[config.mk]
export PLATFORM = sky130hd
export DESIGN_NAME = telnet_iac_filter_refuser
export DESIGN_NICKNAME = d
export VERILOG_FILES = /design/src/sv/tif_pkg.sv /design/src/sv/tif_front.sv /design/src/sv/tif_queue.sv /design/src/sv/tif_back.sv /design/src/sv/telnet_iac_filter_refuser.sv
export SDC_FILE = /design/constraint.sdc
export NUM_CORES = 1
export LEC_CHECK = 0
export ABC_AREA = 1
export BUFFER_PORTS_ARGS = -buffer_cell sky130_fd_sc_hd__buf_4
export CAP_MARGIN = 10
export CORE_ASPECT_RATIO = 1.25
export CORE_MARGIN = 8
export CORE_UTILIZATION = 45
export CTS_CLUSTER_DIAMETER = 150
export CTS_CLUSTER_SIZE = 40
export DETAILED_ROUTE_END_ITERATION = 12
export SLEW_MARGIN = 0
export SYNTH_ARGS = -nofsm -noshare
export SYNTH_HDL_FRONTEND = slang
export SYNTH_SLANG_ARGS = --single-unit
[constraint.sdc]
create_clock -name clock -period 3.1 [get_ports clock]
set_clock_uncertainty 0.1 [all_clocks]
set_input_delay 0.31 -clock clock [delete_from_list [all_inputs] [get_ports clock]]
set_output_delay 0.31 -clock clock [all_outputs]
set_load 0.03 [all_outputs]
[src/sv/tif_pkg.sv]
// ----------------------------------------------------------------------------
// Telnet IAC filter package
// Shared byte codes, queue sizing and the command record that is passed from
// the parser to the emitter.
// ----------------------------------------------------------------------------
package tif_pkg;

   // Telnet command bytes.
   localparam logic [7:0] BYTE_IAC  = 8'hFF;
   localparam logic [7:0] BYTE_WILL = 8'hFB;
   localparam logic [7:0] BYTE_WONT = 8'hFC;
   localparam logic [7:0] BYTE_DO   = 8'hFD;
   localparam logic [7:0] BYTE_DONT = 8'hFE;
   localparam logic [7:0] BYTE_SB   = 8'hFA;
   localparam logic [7:0] BYTE_SE   = 8'hF0;

   // Command queue between parser and emitter. The depth must be a power of two.
   localparam int QDEPTH = 4;
   localparam int QPTR_W = $clog2(QDEPTH);
   localparam int QCNT_W = $clog2(QDEPTH + 1);

   // One queued command: either a data byte for the serial side, or a
   // three-word refusal (IAC, reply verb, option) for the network side.
   typedef struct packed {
      logic       refuse;
      logic [7:0] reply;
      logic [7:0] value;
   } cmd_type;

   // Queue status seen by the parser and the emitter.
   typedef struct packed {
      logic empty;
      logic full;
   } qstat_type;

endpackage

[src/sv/tif_front.sv]
// ----------------------------------------------------------------------------
// Telnet IAC filter parser
// Accepts network bytes, tracks the telnet parse state and queues a command
// for every byte that produces output.
// ----------------------------------------------------------------------------
module tif_front (
   input  logic               clock,
   input  logic               reset,
   input  logic               req_valid,
   input  logic               req_func,
   input  logic [7:0]         req_rx_byte,
   input  logic               req_link_up,
   input  tif_pkg::qstat_type qstat,
   output logic               req_stall,
   output logic               push,
   output tif_pkg::cmd_type   push_cmd
);

   typedef enum logic [2:0] {
      ST_NORMAL = 3'd0,
      ST_IAC    = 3'd1,
      ST_WILL   = 3'd2,
      ST_WONT   = 3'd3,
      ST_DO     = 3'd4,
      ST_DONT   = 3'd5,
      ST_SUB    = 3'd6,
      ST_SUBIAC = 3'd7
   } parse_state_type;

   parse_state_type parse_state_ff;
   parse_state_type parse_state_in;
   logic            accept;
   logic            emit;

   // A word is taken whenever the queue has room; a word that yields nothing
   // simply does not push.
   assign req_stall = qstat.full;
   assign accept    = req_valid && !req_stall;
   assign push      = accept && emit;

   always_comb begin
      parse_state_in  = parse_state_ff;
      emit            = 1'b0;
      push_cmd.refuse = 1'b0;
      push_cmd.reply  = tif_pkg::BYTE_DONT;
      push_cmd.value  = req_rx_byte;
      if (req_func) begin
         parse_state_in = ST_NORMAL;
      end else begin
         unique case (parse_state_ff)
            ST_NORMAL: begin
               if (req_rx_byte == tif_pkg::BYTE_IAC) begin
                  parse_state_in = ST_IAC;
               end else begin
                  emit = 1'b1;
               end
            end
            ST_IAC: begin
               unique case (req_rx_byte)
                  tif_pkg::BYTE_IAC: begin
                     emit           = 1'b1;
                     parse_state_in = ST_NORMAL;
                  end
                  tif_pkg::BYTE_WILL: parse_state_in = ST_WILL;
                  tif_pkg::BYTE_WONT: parse_state_in = ST_WONT;
                  tif_pkg::BYTE_DO:   parse_state_in = ST_DO;
                  tif_pkg::BYTE_DONT: parse_state_in = ST_DONT;
                  tif_pkg::BYTE_SB:   parse_state_in = ST_SUB;
                  default:            parse_state_in = ST_NORMAL;
               endcase
            end
            ST_WILL, ST_DO: begin
               emit            = req_link_up;
               push_cmd.refuse = 1'b1;
               push_cmd.reply  = (parse_state_ff == ST_WILL) ? tif_pkg::BYTE_DONT
                                                              : tif_pkg::BYTE_WONT;
               parse_state_in  = ST_NORMAL;
            end
            ST_WONT, ST_DONT: begin
               parse_state_in = ST_NORMAL;
            end
            ST_SUB: begin
               if (req_rx_byte == tif_pkg::BYTE_IAC) begin
                  parse_state_in = ST_SUBIAC;
               end
            end
            ST_SUBIAC: begin
               // A doubled IAC keeps the parser waiting for SE.
               if (req_rx_byte == tif_pkg::BYTE_SE) begin
                  parse_state_in = ST_NORMAL;
               end else if (req_rx_byte != tif_pkg::BYTE_IAC) begin
                  parse_state_in = ST_SUB;
               end
            end
            default: parse_state_in = ST_NORMAL;
         endcase
      end
   end

   always_ff @(posedge clock) begin
      if (reset) begin
         parse_state_ff <= ST_NORMAL;
      end else if (accept) begin
         parse_state_ff <= parse_state_in;
      end
   end

endmodule

[src/sv/tif_queue.sv]
// ----------------------------------------------------------------------------
// Telnet IAC filter command queue
// Small first-in first-out store of parsed commands that decouples the parser
// from the emitter.
// ----------------------------------------------------------------------------
module tif_queue (
   input  logic               clock,
   input  logic               reset,
   input  logic               push,
   input  tif_pkg::cmd_type   push_cmd,
   input  logic               pop,
   output tif_pkg::cmd_type   head,
   output tif_pkg::qstat_type qstat
);

   tif_pkg::cmd_type                  entry_ff [tif_pkg::QDEPTH];
   logic [tif_pkg::QPTR_W-1:0]        wr_ptr_ff;
   logic [tif_pkg::QPTR_W-1:0]        rd_ptr_ff;
   logic [tif_pkg::QCNT_W-1:0]        count_ff;
   logic [tif_pkg::QCNT_W-1:0]        count_in;

   assign head        = entry_ff[rd_ptr_ff];
   assign qstat.empty = (count_ff == '0);
   assign qstat.full  = (count_ff == tif_pkg::QCNT_W'(tif_pkg::QDEPTH));

   always_comb begin
      unique case ({push, pop})
         2'b10:   count_in = count_ff + 1'b1;
         2'b01:   count_in = count_ff - 1'b1;
         default: count_in = count_ff;
      endcase
   end

   always_ff @(posedge clock) begin
      if (push) begin
         entry_ff[wr_ptr_ff] <= push_cmd;
      end
   end

   always_ff @(posedge clock) begin
      if (reset) begin
         wr_ptr_ff <= '0;
         rd_ptr_ff <= '0;
         count_ff  <= '0;
      end else begin
         if (push) begin
            wr_ptr_ff <= wr_ptr_ff + 1'b1;
         end
         if (pop) begin
            rd_ptr_ff <= rd_ptr_ff + 1'b1;
         end
         count_ff <= count_in;
      end
   end

`ifndef SYNTHESIS
   a_no_overflow: assert property (@(posedge clock) disable iff (reset)
      push |-> !qstat.full)
      else $error("command queue written while full");

   a_no_underflow: assert property (@(posedge clock) disable iff (reset)
      pop |-> !qstat.empty)
      else $error("command queue read while empty");
`endif

endmodule

[src/sv/tif_back.sv]
// ----------------------------------------------------------------------------
// Telnet IAC filter emitter
// Takes queued commands and drives the result channel through an output
// register, expanding a refusal into its three words.
// ----------------------------------------------------------------------------
module tif_back (
   input  logic               clock,
   input  logic               reset,
   input  tif_pkg::cmd_type   head,
   input  tif_pkg::qstat_type qstat,
   output logic               pop,
   input  logic               rsp_stall,
   output logic               rsp_valid,
   output logic [7:0]         rsp_out_byte,
   output logic               rsp_to_network,
   output logic               rsp_last
);

   typedef enum logic [1:0] {
      STEP_IAC  = 2'd0,
      STEP_VERB = 2'd1,
      STEP_OPT  = 2'd2
   } step_type;

   step_type   step_ff;
   step_type   step_in;
   logic       rsp_valid_ff;
   logic       rsp_valid_in;
   logic [7:0] rsp_out_byte_ff;
   logic [7:0] rsp_out_byte_in;
   logic       rsp_to_network_ff;
   logic       rsp_to_network_in;
   logic       rsp_last_ff;
   logic       rsp_last_in;
   logic       load;

   // The output register may be refilled when it is empty or being taken.
   assign load = !rsp_valid_ff || !rsp_stall;

   always_comb begin
      step_in           = step_ff;
      rsp_valid_in      = rsp_valid_ff;
      rsp_out_byte_in   = rsp_out_byte_ff;
      rsp_to_network_in = rsp_to_network_ff;
      rsp_last_in       = rsp_last_ff;
      pop               = 1'b0;
      if (load) begin
         rsp_valid_in = !qstat.empty;
         if (!qstat.empty) begin
            if (!head.refuse) begin
               rsp_out_byte_in   = head.value;
               rsp_to_network_in = 1'b0;
               rsp_last_in       = 1'b1;
               pop               = 1'b1;
            end else begin
               rsp_to_network_in = 1'b1;
               unique case (step_ff)
                  STEP_IAC: begin
                     rsp_out_byte_in = tif_pkg::BYTE_IAC;
                     rsp_last_in     = 1'b0;
                     step_in         = STEP_VERB;
                  end
                  STEP_VERB: begin
                     rsp_out_byte_in = head.reply;
                     rsp_last_in     = 1'b0;
                     step_in         = STEP_OPT;
                  end
                  default: begin
                     rsp_out_byte_in = head.value;
                     rsp_last_in     = 1'b1;
                     step_in         = STEP_IAC;
                     pop             = 1'b1;
                  end
               endcase
            end
         end
      end
   end

   always_ff @(posedge clock) begin
      if (reset) begin
         step_ff      <= STEP_IAC;
         rsp_valid_ff <= 1'b0;
      end else begin
         step_ff      <= step_in;
         rsp_valid_ff <= rsp_valid_in;
      end
      rsp_out_byte_ff   <= rsp_out_byte_in;
      rsp_to_network_ff <= rsp_to_network_in;
      rsp_last_ff       <= rsp_last_in;
   end

   assign rsp_valid      = rsp_valid_ff;
   assign rsp_out_byte   = rsp_out_byte_ff;
   assign rsp_to_network = rsp_to_network_ff;
   assign rsp_last       = rsp_last_ff;

`ifndef SYNTHESIS
   a_mid_refusal: assert property (@(posedge clock) disable iff (reset)
      (step_ff != STEP_IAC) |-> (rsp_valid_ff && rsp_to_network_ff && !rsp_last_ff
                                 && !qstat.empty && head.refuse))
      else $error("refusal sequence in progress without a matching word");

   a_last_ends_seq: assert property (@(posedge clock) disable iff (reset)
      (rsp_valid_ff && rsp_last_ff) |-> (step_ff == STEP_IAC))
      else $error("final word shown while a refusal is still open");
`endif

endmodule

[src/sv/telnet_iac_filter_refuser.sv]
// ----------------------------------------------------------------------------
// Telnet IAC filter with option refusal
// Strips telnet commands from a received network byte stream, forwards clean
// data toward the serial side and answers option requests with refusals.
// ----------------------------------------------------------------------------
//
// Channel   Direction  Handshake          Word contents
// req_      in         req_valid/stall    func, rx_byte, link_up
// rsp_      out        rsp_valid/stall    out_byte, to_network, last
//
// One input word is accepted per cycle while the four-entry command queue has
// room; an accepted word passes through the command queue and then through
// the emitter's single output register. A refusal (IAC, DONT or WONT, option)
// yields three result words; req_stall rises only when the queue fills.
// Synchronous reset clears the parse state, the queue and rsp_valid.
// A stalled result word is held in the output register until it is taken.
//
module telnet_iac_filter_refuser (
   input  logic       clock,
   input  logic       reset,
   input  logic       req_valid,
   output logic       req_stall,
   input  logic       req_func,
   input  logic [7:0] req_rx_byte,
   input  logic       req_link_up,
   output logic       rsp_valid,
   input  logic       rsp_stall,
   output logic [7:0] rsp_out_byte,
   output logic       rsp_to_network,
   output logic       rsp_last
);

   // Queue traffic between the parser and the emitter.
   logic               push;
   logic               pop;
   tif_pkg::cmd_type   push_cmd;
   tif_pkg::cmd_type   head;
   tif_pkg::qstat_type qstat;

   // The parser classifies each word and pushes a command only for words that
   // produce output: a data byte, a doubled IAC, or a refusal while the link
   // is up. Restart words and swallowed commands just move the parse state.
   tif_front u_front (
      .clock       (clock),
      .reset       (reset),
      .req_valid   (req_valid),
      .req_func    (req_func),
      .req_rx_byte (req_rx_byte),
      .req_link_up (req_link_up),
      .qstat       (qstat),
      .req_stall   (req_stall),
      .push        (push),
      .push_cmd    (push_cmd)
   );

   // The queue holds commands in order so that the two sides stall apart.
   tif_queue u_queue (
      .clock    (clock),
      .reset    (reset),
      .push     (push),
      .push_cmd (push_cmd),
      .pop      (pop),
      .head     (head),
      .qstat    (qstat)
   );

   // The emitter turns each command into one or three result words and pops
   // it once its final word has been loaded into the output register.
   tif_back u_back (
      .clock          (clock),
      .reset          (reset),
      .head           (head),
      .qstat          (qstat),
      .pop            (pop),
      .rsp_stall      (rsp_stall),
      .rsp_valid      (rsp_valid),
      .rsp_out_byte   (rsp_out_byte),
      .rsp_to_network (rsp_to_network),
      .rsp_last       (rsp_last)
   );

endmodule

==> results of run 1 <==
==> through the flow <==
stage | utilization | total power [mW] | cells
finish | 0.546 | 2.89 | 398
global route | 0.546 | 3.09 | 398
CTS | 0.546 | 2.93 | 398
detailed placement | 0.516 | 2.26 | 382
global placement | 0.516 | 2.25 | 382
floorplan | - | 1.94 | 270
==> worst max path at each step <==
stage	from	endpoint	slack (ns)	cells after the start
floorplan	u_queue.count_ff[0]$_SDFFE_PP0P_	u_queue.count_ff[2]$_SDFFE_PP0P_	0.76	12
global placement	register	u_queue.count_ff[2]$_SDFFE_PP0P_	0.65	15
detailed placement	req_rx_byte[5]	u_queue.count_ff[2]$_SDFFE_PP0P_	0.61	14
CTS	register	u_queue.count_ff[2]$_SDFFE_PP0P_	0.59	15
global route	register	u_queue.count_ff[2]$_SDFFE_PP0P_	0.29	15
finish	register	u_queue.count_ff[2]$_SDFFE_PP0P_	0.64	15
==> area by class of cell <==
type                       instances  area share
clock buffer                      13      0.0413
clock inverter                     3      0.0126
inverter                          34      0.0394
multi-input combinational        165       0.266
sequential                        65       0.536
tap                               85      0.0316
timing repair buffer              33      0.0736
==> registers in the layout, indices dropped and copies added (netlist names), named ones only <==
register,flops
u_queue.entry_ff,40
u_back.rsp_out_byte,8
u_front.parse_state_ff,3
u_queue.count_ff,3
u_back.step_ff,2
u_queue.rd_ptr_ff,2
u_queue.wr_ptr_ff,2
u_back.rsp_last,1
u_back.rsp_to_network,1
u_back.rsp_valid,1
==> power by group through the flow <==
| stage | Clock, mW | Sequential [mW] | Combinational [mW] |
|---|---|---|---|
| after floorplan | 0 | 1.38 | 0.565 |
| after global placement | 0 | 1.23 | 1.01 |
| after detailed placement | 0 | 1.24 | 1.02 |
| after CTS | 0.694 | 1.22 | 1.02 |
| after global routing | 0.722 | 1.24 | 1.13 |
| final | 0.672 | 1.22 | 1.00 |
==> placed cells by master (no fill, tap or decap), types with 4 or more instances in the layout <==
master / count
nor2_1: 40
nand2_2: 4
nand2_1: 30
nor2_2: 4
edfxtp_1: 50
o221ai_1: 6
inv_1: 28
o21ai_0: 27
inv_2: 5
nand3_1: 17
clkbuf_1: 4
ha_1: 5
clkbuf_8: 9
a21oi_1: 15
buf_4: 33
dfxtp_1: 15
==> kinds of logic after synthesis <==
group,synth area share
buffers and inverters,0.0594
adder cells (fa/ha/maj),0.0288
AND/OR/NAND/NOR,0.172
XOR/XNOR,0.00306
AO/OA/AOI/OAI,0.109
flip-flops,0.629
==> cells in the mapped netlist (all sizes together) <==
master  count
edfxtp     50
nor2       45
nand2      36
inv        34
o21ai      28
nand3      19
a21oi      15
dfxtp      15
o221ai      6
ha          5
clkbuf      4
a31oi       2
buf         2
nor3        2
o22ai       2
fa          1
nand3b      1
nand4       1
or2         1
xor2        1
==> per-layer routing <==
metal	vias to the layer above	track usage	part of all wire
li1	1003	-	-
met1	888	0.154	0.45
met2	32	0.216	0.50
met3	6	0.0357	0.041
met4	0	0.0555	0.015
met5	-	0	0
==> impl_results.md, run 1 <==
- Post-synthesis register bit count: 65
- Slowest Stage Delay on Critical Path: 0.56 ns
- Leak: 1.30 nW
- Combinational share of power: 0.347
- GRT Total Usage: 0.130
- Final Hold Viols: 0
- FF/Latch Area: 0.00180 mm²
- Placed cell areas: 0.00318 mm²
- Final Cycle Share: 0.795
- CTS tree: yes
- Die Height: 105 µm
- Switch share: 0.359
- Crit path max-delay family: flip-flops
- Worst path cell trace: inv_2 -> nand2_1 -> nand3_1 -> nand2_2 -> nor2_4 -> inv_6 -> nand2_4 -> inv_2 -> ha_1 -> inv_1 -> fa_1 -> a21oi_1 -> o21ai_0 -> o21ai_0 -> a21oi_1
- Via count: 1,929
- Max cap viols: 0
- Setup TNS: 0 ns
- Num CTS Buffers: 9
- Core area: 0.00617 mm²
- Final Instance Area: 0.00336 mm²
- Clock Power Share: 0.233
- Count of pins over their slew limit: 0
- Worst-Skew Late Latency: 0.33 ns
- Crit path kind: reg2reg
- Sequential-to-total area share from yosys stat: 0.629
- Layout fillers: 583
- Area of the multi-input gates: 895 µm²
- Antenna Nets Post-Route: 0
- Setup slack after layout: 0.635 ns
- DRT Pass-1 Iters: 4
- Worst rel slew slack: 0.740
- Synth-to-layout area growth: 17.4%
- PortBufs: 25
- Peak supply drop: 287 µV
- Worst R2R Setup Slack: 0.64 ns
- WHS Endpoint: u_queue.entry_ff[3][4]$_DFFE_PP_
- Worst Min Path Start: req_rx_byte[4]
- Mapped cell area: 0.00287 mm²
- Synth Instances: 270
- Internal: 1.85 mW
- Hold Crit Depth: 1
- Worst slew pin tran: 0.389 ns
- Post-synthesis cell type count: 29
- Remaining DRCs: 0
- Hold Crit Class: in2reg
- Hold_buf cts: 0
- Post-synth top area share: 0.524
- DIE WIDTH: 87.4 µm
- Critical Path Start Type: register
- Status: complete, no violations
- Post-DP HPWL: 3790 µm
- Initial DRC count: 100
- Synth Net Count: 290
- CTS Sinks: 65
- Final number of setup-violating endpoints: 0
- Crit-path slowest cell: dfxtp_1
- Reg power frac: 0.421
- Synth top area cells: edfxtp_1, dfxtp_1, nor2_1, o21ai_0, nand2_1
- Die outline area: 0.00920 mm²
- # diodes: 0
- Syn avg cell area: 10.6 µm²
- Post_cts resized: 0
- Worst-path clk slew: 0.07 ns
- FMAX: 0.406 GHz
- Final Wtd Congestion: 0.816
- Final nets: 328
- Crit path buffers/inverters: 4
- Share of layout cells above drive strength 1: 0.220
- Vias in the first global route: 2,008
- Crit path arrival time: 2.58 ns
- WL final: 5490 µm
- Initial Util: 0.465
- # rows: 32
- Largest area contributor in the netlist: edfxtp_1
- Drt wl/cell: 13.8 µm
- Antenna violations before repair: 0
- Psw: 1.04 mW
- Maximum root-to-sink buffer count: 2
- Fin crit period: 2.46 ns
- RSZ-0062 raised after global routing: no
- Remaining Overflow, GRT: 0
- IO Pins: 26
- Worst r2r path cells: 15
- # Post-CTS Setup Buffers: 0
- Pre-CTS WS: 0.606 ns
- Synth Warn #: 0
- Crit path capture type: register
- Largest net degree at the start of global routing: 19
- Final hold slack: 0.0894 ns
- Root Driver: clkbuf_8
- First-pass GRT wire length: 9180 µm
- Worst EP required: 3.21 ns
- Via/cell ratio: 4.85
- Max FO, Critical Path: 12
- H-tree depth: 3
- Power density cells: 859 mW/mm²
- R2r endpoint: u_queue.count_ff[2]$_SDFFE_PP0P_
Note: power is estimated with default switching activity, not from simulation.
==> run 2, diff against run 1 <==
--- a/config.mk
+++ b/config.mk
@@ -5,7 +5,7 @@
 export SDC_FILE = /design/constraint.sdc
 export NUM_CORES = 1
 export LEC_CHECK = 0
-export ABC_AREA = 1
+export ABC_AREA = 0
 export BUFFER_PORTS_ARGS = -buffer_cell sky130_fd_sc_hd__buf_4
 export CAP_MARGIN = 10
 export CORE_ASPECT_RATIO = 1.25
@@ -14,6 +14,7 @@
 export CTS_CLUSTER_DIAMETER = 150
 export CTS_CLUSTER_SIZE = 40
 export DETAILED_ROUTE_END_ITERATION = 12
+export PLACE_DENSITY = 0.66
 export SLEW_MARGIN = 0
 export SYNTH_ARGS = -nofsm -noshare
 export SYNTH_HDL_FRONTEND = slang
==> constraint.sdc (replaced) <==
create_clock -name clock -period 2.01 [get_ports clock]
set_clock_uncertainty 0.1 [all_clocks]
set_input_delay 0.201 -clock clock [delete_from_list [all_inputs] [get_ports clock]]
set_output_delay 0.201 -clock clock [all_outputs]
set_load 0.03 [all_outputs]
==> run 2 against run 1 <==
The run now ends with negative setup slack left. Count of clock-buffer cells in the layout shrank 3. Core utilization grew 4.5 points. Largest cell class unchanged. Critical path type unchanged. Critical endpoint unchanged. Largest power group unchanged. Via count shrank 9.0%. First-iteration DRC count grew 3.0%. Global-route usage shrank 1.3 points. Worst hold slack lost 0.051 ns. Fmax grew 1.6%.
==> impl_results.md, run 2 <==
- Status: finished with violations
- Failing checks: negative setup slack
- DIE WIDTH: 86.7 µm
- Biggest register: u_queue.entry_ff
- Worst-Skew Late Latency: 0.33 ns
- Vias in the first global route: 1,804
- Pre-CTS WS: -0.639 ns
- Non-Filler Instances: 352
- Synth Instances: 195
- Psw: 1.26 mW
- Largest area contributor in the netlist: edfxtp_1
- RSZ-0062 raised after global routing: yes
- Final Wtd Congestion: 0.841
- CTS Sinks: 65
- Worst rel slew slack: 0.670
- Synth Net Count: 215
- Count of pins over their slew limit: 0
- Antenna violations before repair: 0
- Synth async-reset ratio: 0
- WL final: 5050 µm
- Via count: 1,756
- Internal: 2.84 mW
- Core area: 0.00613 mm²
- Switch share: 0.308
- PortBufs: 25
- GR peak layer: met2
- Remaining DRCs: 0
- Final number of setup-violating endpoints: 2
- Placed Cells incl. Taps: 329
- Post-synthesis cell type count: 44
- Via/cell ratio: 4.99
- Antenna Nets Post-Route: 0
- Post-synth top area share: 0.533
- Setup slack after layout: -0.415 ns
- Largest net degree at the start of global routing: 19
- Initial DRC count: 103
- H-tree depth: 3
- Root Driver: clkbuf_8
- # rows: 32
- Mapped cell area: 0.00282 mm²
- IO Pins: 26
- Worst slew pin tran: 0.491 ns
- Max FO, Critical Path: 2
- Ys flop type: edfxtp_1
- Crit path capture type: register
- Post-DP HPWL: 3560 µm
- Cell with the most instances after synthesis: edfxtp_1
- Top post-synthesis cells by count: edfxtp_1, dfxtp_1, nor2_1
- Maximum root-to-sink buffer count: 2
- Final Hold Viols: 0
- Max cap viols: 0
- Remaining Overflow, GRT: 0
- Post-synthesis register bit count: 65
- Most common cell after layout, fill and taps aside: buf_4
- GR Layer Usage met3: 0.0332
- Final Instance Area: 0.00362 mm²
- Syn avg cell area: 14.4 µm²
- DRT Pass-1 Iters: 4
- Synth-to-layout area growth: 28.4%
- Met2 usage: 0.193
- Initial Util: 0.460
- Synth Warn #: 0
- Die outline area: 0.00906 mm²
- Final Cycle Share: 1.21
- Drt wl/cell: 14.3 µm
- Crit path arrival time: 2.60 ns
- Final nets: 282
- Power density cells: 1140 mW/mm²
- CTS tree: yes
- Num CTS Buffers: 9
- Post-synth EDFFs: 50
- Worst-path clk slew: 0.07 ns
- Total power after layout: 4.11 mW
- Combinational share of power: 0.304
- Sequential-to-total area share from yosys stat: 0.640
- Peak supply drop: 456 µV
- Clock Power Share: 0.265
- Die Height: 104 µm
- Reg power frac: 0.431
- Leak: 1.33 nW
- Critical Path Start Type: register
- Most frequent cells in the layout: buf_4, edfxtp_1, nor2_1
- Max FFs per register: 40
- Hold_buf cts: 0
- Synth top area cells: edfxtp_1, dfxtp_1, mux4_2, mux4_1, ha_1
- Placed cell areas: 0.00332 mm²
- GRT Total Usage: 0.117
- Fin crit period: 2.43 ns
- Share of layout cells above drive strength 1: 0.401
- FMAX: 0.412 GHz
- First-pass GRT wire length: 8110 µm
- Worst EP required: 2.18 ns
- # diodes: 0
- Met1 Use GR: 0.124
- Hold Crit Class: in2reg
- Crit path kind: reg2reg
-- run 2: cell count changes in the layout (fill, tap and decap cells not counted), sizes merged, moves of 17 or more --
cell | previous run | this run
buf | 33 | 64
inv | 34 | 9
nand2 | 36 | 9
nand3 | 19 | 2
nor2 | 45 | 14
o21ai | 28 | 4
-- run 2: layout make-up --
type,instances,area [µm²]
clock buffers,10,128
clock inverters,6,67.6
fillers,480,2510
inverters,9,38.8
multi-input cells,113,971
flip-flops and latches,65,1810
well taps,85,106
repair buffers,64,495
-- run 2: repair_timing --
item | 4_1_cts | 5_1_grt
gates cloned | 0 | 0
gates resized for setup | 9 | 13
pin swaps | 1 | 8
buffers inserted | 3 | 4
endpoints found under the setup margin | 43 | 44
-- run 2: metrics by stage --
step	setup TNS (ns)	hold slack (ns)	util
4_1_cts	-0.712	0.0184	0.580
3_3_place_gp	-5.84	0.357	0.542
6_report	-0.682	0.0381	0.590
5_1_grt	-0.960	0.0490	0.590
2_1_floorplan	-1.14	0.200	-
3_5_place_dp	-6.75	0.363	0.542
-- run 2: per-layer routing --
| metal | part of all wire | vias up |
|---|---|---|
| li1 | - | 875 |
| met1 | 0.41 | 827 |
| met2 | 0.51 | 40 |
| met3 | 0.041 | 14 |
| met4 | 0.031 | 0 |
| met5 | 0 | - |
-- run 2: final timing paths --
path                                     startpoint                               end  slack [ns]  cells after the start
hold / removal                            rsp_stall     u_back.rsp_valid$_SDFFE_PP0P_        0.04                      3
setup reg to reg  u_queue.entry_ff[0][16]$_DFFE_PP_  u_queue.count_ff[2]$_SDFFE_PP0P_       -0.42                     10
hold reg to reg       u_back.rsp_valid$_SDFFE_PP0P_     u_back.rsp_valid$_SDFFE_PP0P_        0.37                      2
setup / recovery  u_queue.entry_ff[0][16]$_DFFE_PP_  u_queue.count_ff[2]$_SDFFE_PP0P_       -0.42                     10
-- run 2: worst max-delay path, stage by stage (launching register included) --
cell      delay [ns]
edfxtp_1        0.38
mux4_2          0.48
nor2b_4         0.16
clkinv_4        0.04
and2_4          0.14
ha_4            0.13
inv_2           0.03
fa_2            0.33
xor2_1          0.15
or3_1           0.32
a21oi_2         0.11
-- run 2: cell families (layout without fill, tap and decap cells) --
| logic type | count (synthesis) | count (layout) | synth area share |
|---|---|---|---|
| XOR/XNOR | 5 | 5 | 0.0156 |
| AND/OR/NAND/NOR | 66 | 66 | 0.132 |
| flip-flops | 65 | 65 | 0.640 |
| adder cells (fa/ha/maj) | 6 | 6 | 0.0293 |
| buffers and inverters | 17 | 89 | 0.0311 |
| AO/OA/AOI/OAI | 22 | 22 | 0.0520 |
| multiplexers | 14 | 14 | 0.100 |
-- run 2: power by group through the flow --
stage / clock (mW) / sequential, mW / combinational (mW)
after floorplan: 0 / 2.02 / 0.538
after global routing: 1.16 / 1.79 / 1.36
after global placement: 0 / 1.79 / 1.20
after detailed placement: 0 / 1.80 / 1.21
after CTS: 1.11 / 1.77 / 1.24
final: 1.09 / 1.77 / 1.25
